$ cat config.mk
export PLATFORM = sky130hd
export DESIGN_NAME = rpn_ctrl
export DESIGN_NICKNAME = d
export VERILOG_FILES = /design/src/design/rpn_pkg.sv /design/src/design/rpn_ctrl.sv
export SDC_FILE = /design/constraint.sdc
export NUM_CORES = 1
export LEC_CHECK = 0
export BUFFER_PORTS_ARGS = -buffer_cell sky130_fd_sc_hd__buf_4
export CAP_MARGIN = 20
export CORE_AREA = 2 2 39 41
export DETAILED_ROUTE_END_ITERATION = 7
export DIE_AREA = 0 0 41 43
export PLACE_DENSITY_LB_ADDON = 0.1
export SETUP_SLACK_MARGIN = 0.15
export SYNTH_ARGS = -nofsm -noshare
export SYNTH_HDL_FRONTEND = slang
export SYNTH_SLANG_ARGS = --single-unit
$ cat constraint.sdc
create_clock -name clk_i -period 2.57 [get_ports clk_i]
set_input_delay 0 -clock clk_i [delete_from_list [all_inputs] [get_ports clk_i]]
set_output_delay 0 -clock clk_i [all_outputs]
set_load 0.01 [all_outputs]
$ cat src/design/rpn_pkg.sv
// rpn_pkg: types and codes shared by the rpn stack evaluator modules
// no dependencies
package rpn_pkg;

  localparam int unsigned DataW = 32;
  localparam int unsigned IdxW  = 6;

  typedef enum logic [4:0] {
    FN_LIT  = 5'd0,  FN_VAR  = 5'd1,  FN_ADD  = 5'd2,  FN_SUB  = 5'd3,
    FN_MUL  = 5'd4,  FN_DIV  = 5'd5,  FN_MOD  = 5'd6,  FN_SHL  = 5'd7,
    FN_SHR  = 5'd8,  FN_LT   = 5'd9,  FN_GT   = 5'd10, FN_LE   = 5'd11,
    FN_GE   = 5'd12, FN_EQ   = 5'd13, FN_NE   = 5'd14, FN_ASG  = 5'd15,
    FN_CADD = 5'd16, FN_CSUB = 5'd17, FN_CMUL = 5'd18, FN_CDIV = 5'd19,
    FN_CMOD = 5'd20, FN_CSHL = 5'd21, FN_CSHR = 5'd22, FN_LOAD = 5'd23
  } func_e;

  typedef enum logic [2:0] {
    ST_OK = 3'd0, ST_UNDER = 3'd1, ST_OVER = 3'd2, ST_DIV0 = 3'd3, ST_LITASSIGN = 3'd4
  } status_e;

  typedef enum logic [2:0] {
    S_IDLE, S_FETCH, S_EXEC, S_DIV, S_WRITE, S_FINAL, S_OUT
  } state_e;

  typedef struct packed {
    logic [4:0]        func;
    logic signed [31:0] literal_value;
    logic [5:0]        var_index;
    logic              last_token;
  } in_word_t;

  typedef struct packed {
    logic signed [31:0] result_value;
    logic [2:0]         status;
  } out_word_t;

  // controller -> datapath
  typedef struct packed {
    logic capture;   // latch incoming word
    logic fetch;     // read stack operands and variable store
    logic exec;      // decide and perform token
    logic div_start;
    logic write;     // finish binary op
    logic final_rd;  // resolve bottom entry value
    logic emit;      // load output register
  } dp_cmd_t;

  // datapath -> controller
  typedef struct packed {
    logic need_div;
    logic div_done;
    logic is_last;
    logic binop_ok;
  } dp_stat_t;

endpackage

$ cat src/design/rpn_ctrl.sv
// rpn_ctrl: sequencing state machine of the evaluator
// depends on rpn_pkg
module rpn_ctrl (
  input  logic             clk_i,
  input  logic             rst_ni,
  input  logic             in_valid_i,
  output logic             in_stall_o,
  input  logic             obuf_full_i,
  input  rpn_pkg::dp_stat_t stat_i,
  output rpn_pkg::dp_cmd_t  cmd_o
);
  import rpn_pkg::*;

  state_e state_q, state_d;

  always_ff @(posedge clk_i or negedge rst_ni) begin
    if (!rst_ni) state_q <= S_IDLE;
    else         state_q <= state_d;
  end

  always_comb begin
    state_d    = state_q;
    cmd_o      = '0;
    in_stall_o = 1'b1;
    unique case (state_q)
      S_IDLE: begin
        in_stall_o = 1'b0;
        if (in_valid_i) begin
          cmd_o.capture = 1'b1;
          state_d = S_FETCH;
        end
      end
      S_FETCH: begin
        cmd_o.fetch = 1'b1;
        state_d = S_EXEC;
      end
      S_EXEC: begin
        cmd_o.exec = 1'b1;
        if (stat_i.need_div) begin
          cmd_o.div_start = 1'b1;
          state_d = S_DIV;
        end else if (stat_i.binop_ok) state_d = S_WRITE;
        else if (stat_i.is_last) state_d = S_FINAL;
        else state_d = S_IDLE;
      end
      S_DIV: if (stat_i.div_done) state_d = S_WRITE;
      S_WRITE: begin
        cmd_o.write = 1'b1;
        state_d = stat_i.is_last ? S_FINAL : S_IDLE;
      end
      S_FINAL: begin
        cmd_o.final_rd = 1'b1;
        state_d = S_OUT;
      end
      S_OUT: begin
        if (!obuf_full_i) begin
          cmd_o.emit = 1'b1;
          state_d = S_IDLE;
        end
      end
      default: state_d = S_IDLE;
    endcase
  end
endmodule

# After elaboration in Yosys (flattened, before gate mapping)
# Index checks and enable logic that the tools add are counted.
totals:
  regBits: 3
classes:
  n_mux: 17
  n_eq_ne: 9
  n_reduce_logical: 2
op_table:
  columns: ["cell", "count"]
  rows:
  - ["3-bit one-hot mux with 7 select lines", 1]
  - ["3-bit 2-to-1 mux", 6]
  - ["3-bit == test (second input constant)", 3]
  - ["1-bit 2-to-1 mux", 9]
  - ["3-bit by 2-bit == test with 1-bit output (second input constant)", 2]
  - ["2-bit != test (second input constant)", 3]
  - ["3-bit by 1-bit == test with 1-bit output (second input constant)", 1]
  - ["3-bit logical NOT", 1]
  - ["3-bit AND reduction", 1]
  - ["2-bit 2-to-1 mux", 1]

# Logic depth before layout (Yosys ltp)
depth:
  word_depth: 4
  ltp_mapped: 4

# Worst setup path before layout
# No wires, ideal clock.
synth_path:
  kind: "register to register"
  startpoint: "register state_q[1]"
  endpoint: "register state_q[2]"
  synth_period_minus_slack_ns: 1.211
  path_slack_ns: 1.359
  path_stages_with_launch: 4
  setup_time_ns: 0.129
  arrival_time_ns: 1.081
  cell_sequence: "dfrtp_1 or3_4 o211ai_2 o31ai_1"
synth_via:
  elab_chain_cells: 3
  elab_cells_between_ends: 12
synth_lines:
  columns: ["item", "line_no", "source"]
  rows:
  - ["from (decl)", "rpn_ctrl.sv:14", "state_e state_q, state_d;"]
  - ["from (signal assigned)", "rpn_ctrl.sv:18", "else state_q <= state_d;"]
  - ["3-bit by 2-bit == test with 1-bit output (tied with other cells)", "rpn_ctrl.sv:25", "unique case (state_q)"]
  - ["2-bit != test (no source line)", null, null]
  - ["3-bit AND reduction (no source line)", null, null]
# Several ways; a longest one is shown, not always the timed one.
# A chain may end at the register's enable or synchronous reset.

==> results.toml <==
[status]
outcome = "completed"

[timing]
timing.final.crit_share_pct = 53.29
rsz0062_at_grt = "no"
finalSetupTns_ns = 0
max-slew-margin-rel_pct = 74.46
maxClockFrequency_ghz = 0.7301
timing.final.ws_setup_ns = 1.200
tightest_slew_ns = 0.3831
layout_min_cycle_time_ns = 1.370
final_max_slew_viol_count = 0
setup-violations-final = 0
finalHoldViolCount = 0
clock_skew_ns = 0.003672

[final_layout]
drive_above_1_share_pct = 42.00
largest_registers = "state_q (3)"
layout-area-overhead-vs-synth_pct = 55.20
layout.filler_cells = 160
final_core_util_pct = 31.01
final_net_count = 59
largest_register = "state_q"
largest_reg_flops = 3
diodes = 0

[min_path]
min_path_type = "input port to asynchronous set/reset pin"

[synthesis]
ys_seq_area_share_pct = 27.15
synth_compound_gate_area_share_pct = 16.29
synth.ff_latch_count = 3
synth_mux_area_share_pct = 0
synth.distinct_cells = 20
synthesized_area_fraction_occupied_by_xor_and_xnor_cells_pct = 0
syn_inst = 32
synth_top_family_by_area = "simple AND/OR/NAND/NOR gates"
synthAdderAreaFrac_pct = 0
post_synthesis_share_of_cell_area_spent_on_and_or_nand_and_nor_gates_pct = 47.96
synth-warning-count = 0
synthesized_net_count = 40
syn_area_per_cell_um2 = 8.641
synth.cell_area_um2 = 276.5

[route]
antenna_left = 0
drt_drc_violations_left = 0
first_iter_violations = 1
vias = 306
drt_first_pass_iters = 4
wl_per_cell_um = 11.30
routed_wirelength_um = 746
detail_route.vias_per_cell = 4.636

[setup_path]
r2r_start = "state_q[0]"
critical_path_arrival_ns = 1.37
crit_path_top_delay_cell = "sky130_fd_sc_hd__dfrtp_1"
setup_slack_reg_to_reg_ns = 1.24
end_kind = "primary output"
crit-reg2reg-capture = "state_q[0]"
worst-endpoint-required_ns = 2.57
ff2ff_path_depth = 3
crit_path_cell_trace = "or3_4, nor2_1, buf_4"
critPathMaxFanout = 12
critical_path_buf_inv_count = 1
worst_path_largest_cell_delay_ns = 0.49
critical_path_class = "register to primary output"
timing.critical_path.max_delay_family = "simple AND/OR/NAND/NOR gates"
cp-start-kind = "register"

[global_routing]
grt_pass1_vias = 304
grt_antenna_before_repair = 0
grt_overflow = 0
grt_pass1_wl_mm = 1.173
grt_start_max_net_pins = 14
total_routing_resource_utilization_after_global_routing_pct = 9.739

[power]
finalPower_uw = 443.1
vdd_drop_max_uv = 207.0
cellPowerDensity_nw_per_um2 = 1033
power.static_leakage_uw = 0.0002007

[cts]
htree_levels = 1
clk_path_buf_depth = 2
cts-resized-gates = 0
clk_latency_ns = 0.23
clk_pin_slew_ns = 0.04
clock_sinks = 3
cts-buffers-inserted = 3
cts.root.buffer_cell = "sky130_fd_sc_hd__clkbuf_4"
cts_tree = "done"

[die]
core_area_um2 = 1384
dieArea_um2 = 1763
initial_utilization_pct = 19.98
fp.dieH_um = 43
floorplan.rows = 14
ios = 16
fp.dieW_um = 41

[run]
cap_violations = 0

[placed_design]
routabilityCongestion = 0.6996
count_of_input_and_output_buffers = 15
dp_hpwl_um = 567.4
dp_slack_ns = 1.226
## where the power goes
part | switching, uW | total, uW | internal (uW)
registers | 57.0 | 126 | 68.8
logic | 104 | 237 | 132
clock network | 22.7 | 80.8 | 58.1
total | 184 | 443 | 259
## how the worst max path moves through the flow
stage                from    endpoint  slack, ns  cells past startpoint
6_report       state_q[0]    cmd_o[6]       1.20                      3
5_1_grt        state_q[1]    cmd_o[0]       1.07                      3
4_1_cts        state_q[0]    cmd_o[6]       1.18                      3
3_5_place_dp   state_q[0]  state_q[0]       1.23                      3
3_3_place_gp   state_q[0]  state_q[0]       1.28                      3
2_1_floorplan  state_q[1]  state_q[2]       1.36                      3
## repair_timing
action | 4_1_cts | 5_1_grt
hold endpoints to repair | 3 | 0
setup endpoints to repair | 0 | 0
setup buffers | 0 | 0
hold buffers | 1 | 0
## per-layer routing
metal	track usage [%]	vias up	wire, um
met4	8.000	0	0
li1	-	153	-
met1	11.25	145	316
met3	0	0	42
met5	0	-	0
met2	15.63	8	386
## layout make-up
type	count	area [um2]	area share [%]
clock buffer	4	26.28	6.122
multi-input combinational	25	177.7	41.40
inverter	2	7.507	1.749
sequential	3	75.07	17.49
timing repair buffer	16	122.6	28.57
tap	16	20.02	4.665
## metrics by stage
| stage | area [um2] | hold WS, ns | instances |
|---|---|---|---|
| after CTS | 429.2 | 0.09216 | 66 |
| final | 429.2 | 0.09577 | 66 |
| after floorplan | 276.5 | -0.2956 | 32 |
| after global placement | 392.9 | -0.2100 | 61 |
| after detailed placement | 392.9 | -0.2093 | 61 |
| after global routing | 429.2 | 0.1065 | 66 |
## worst reg2reg max path, cell delays in order (launching register included)
cell and delay, ns:
sky130_fd_sc_hd__dfrtp_1 0.49, sky130_fd_sc_hd__or3_4 0.43, sky130_fd_sc_hd__o211ai_2 0.18, sky130_fd_sc_hd__o31ai_1 0.10
## synth_stat cells
master / instances / share of area [%]
sky130_fd_sc_hd__nand2_1: 2 / 2.7
sky130_fd_sc_hd__nand4bb_1: 1 / 4.1
sky130_fd_sc_hd__or3_4: 1 / 4.1
sky130_fd_sc_hd__nor2b_1: 2 / 4.5
sky130_fd_sc_hd__nor4b_1: 1 / 3.2
sky130_fd_sc_hd__nor3b_1: 1 / 2.7
sky130_fd_sc_hd__nor3_1: 2 / 3.6
sky130_fd_sc_hd__o211ai_2: 1 / 4.5
sky130_fd_sc_hd__o311ai_1: 1 / 3.2
sky130_fd_sc_hd__nand2b_1: 3 / 6.8
sky130_fd_sc_hd__dfrtp_1: 3 / 27
sky130_fd_sc_hd__buf_6: 1 / 4.1
sky130_fd_sc_hd__nor2_1: 3 / 4.1
sky130_fd_sc_hd__buf_2: 1 / 1.8
sky130_fd_sc_hd__o31ai_1: 2 / 5.4
sky130_fd_sc_hd__nor3_2: 1 / 3.6
sky130_fd_sc_hd__and3_1: 1 / 2.3
sky130_fd_sc_hd__a2bb2oi_1: 1 / 3.2
sky130_fd_sc_hd__inv_1: 2 / 2.7
sky130_fd_sc_hd__nand4b_1: 2 / 6.3
## kinds of logic after synthesis
logic type / count (synthesis)
AND/OR/NAND/NOR: 20
AO/OA/AOI/OAI: 5
buffers and inverters: 4
flip-flops: 3
## cell usage in the layout, fill, tap and decap left out
master                          count
sky130_fd_sc_hd__nor3_2             1
sky130_fd_sc_hd__o211ai_2           1
sky130_fd_sc_hd__nor3b_1            1
sky130_fd_sc_hd__o31ai_1            2
sky130_fd_sc_hd__inv_1              2
sky130_fd_sc_hd__clkbuf_4           3
sky130_fd_sc_hd__nor3_1             2
sky130_fd_sc_hd__or3_4              1
sky130_fd_sc_hd__nor2_1             3
sky130_fd_sc_hd__nand2_1            2
sky130_fd_sc_hd__nor4b_1            1
sky130_fd_sc_hd__nor2b_1            2
sky130_fd_sc_hd__a2bb2oi_1          1
sky130_fd_sc_hd__dlygate4sd3_1      1
sky130_fd_sc_hd__and3_1             1
sky130_fd_sc_hd__buf_4             15
sky130_fd_sc_hd__dfrtp_1            3
sky130_fd_sc_hd__nand4bb_1          1
sky130_fd_sc_hd__o311ai_1           1
sky130_fd_sc_hd__clkbuf_1           1
sky130_fd_sc_hd__nand4b_1           2
sky130_fd_sc_hd__nand2b_1           3
(Power assumes the default switching activity.)
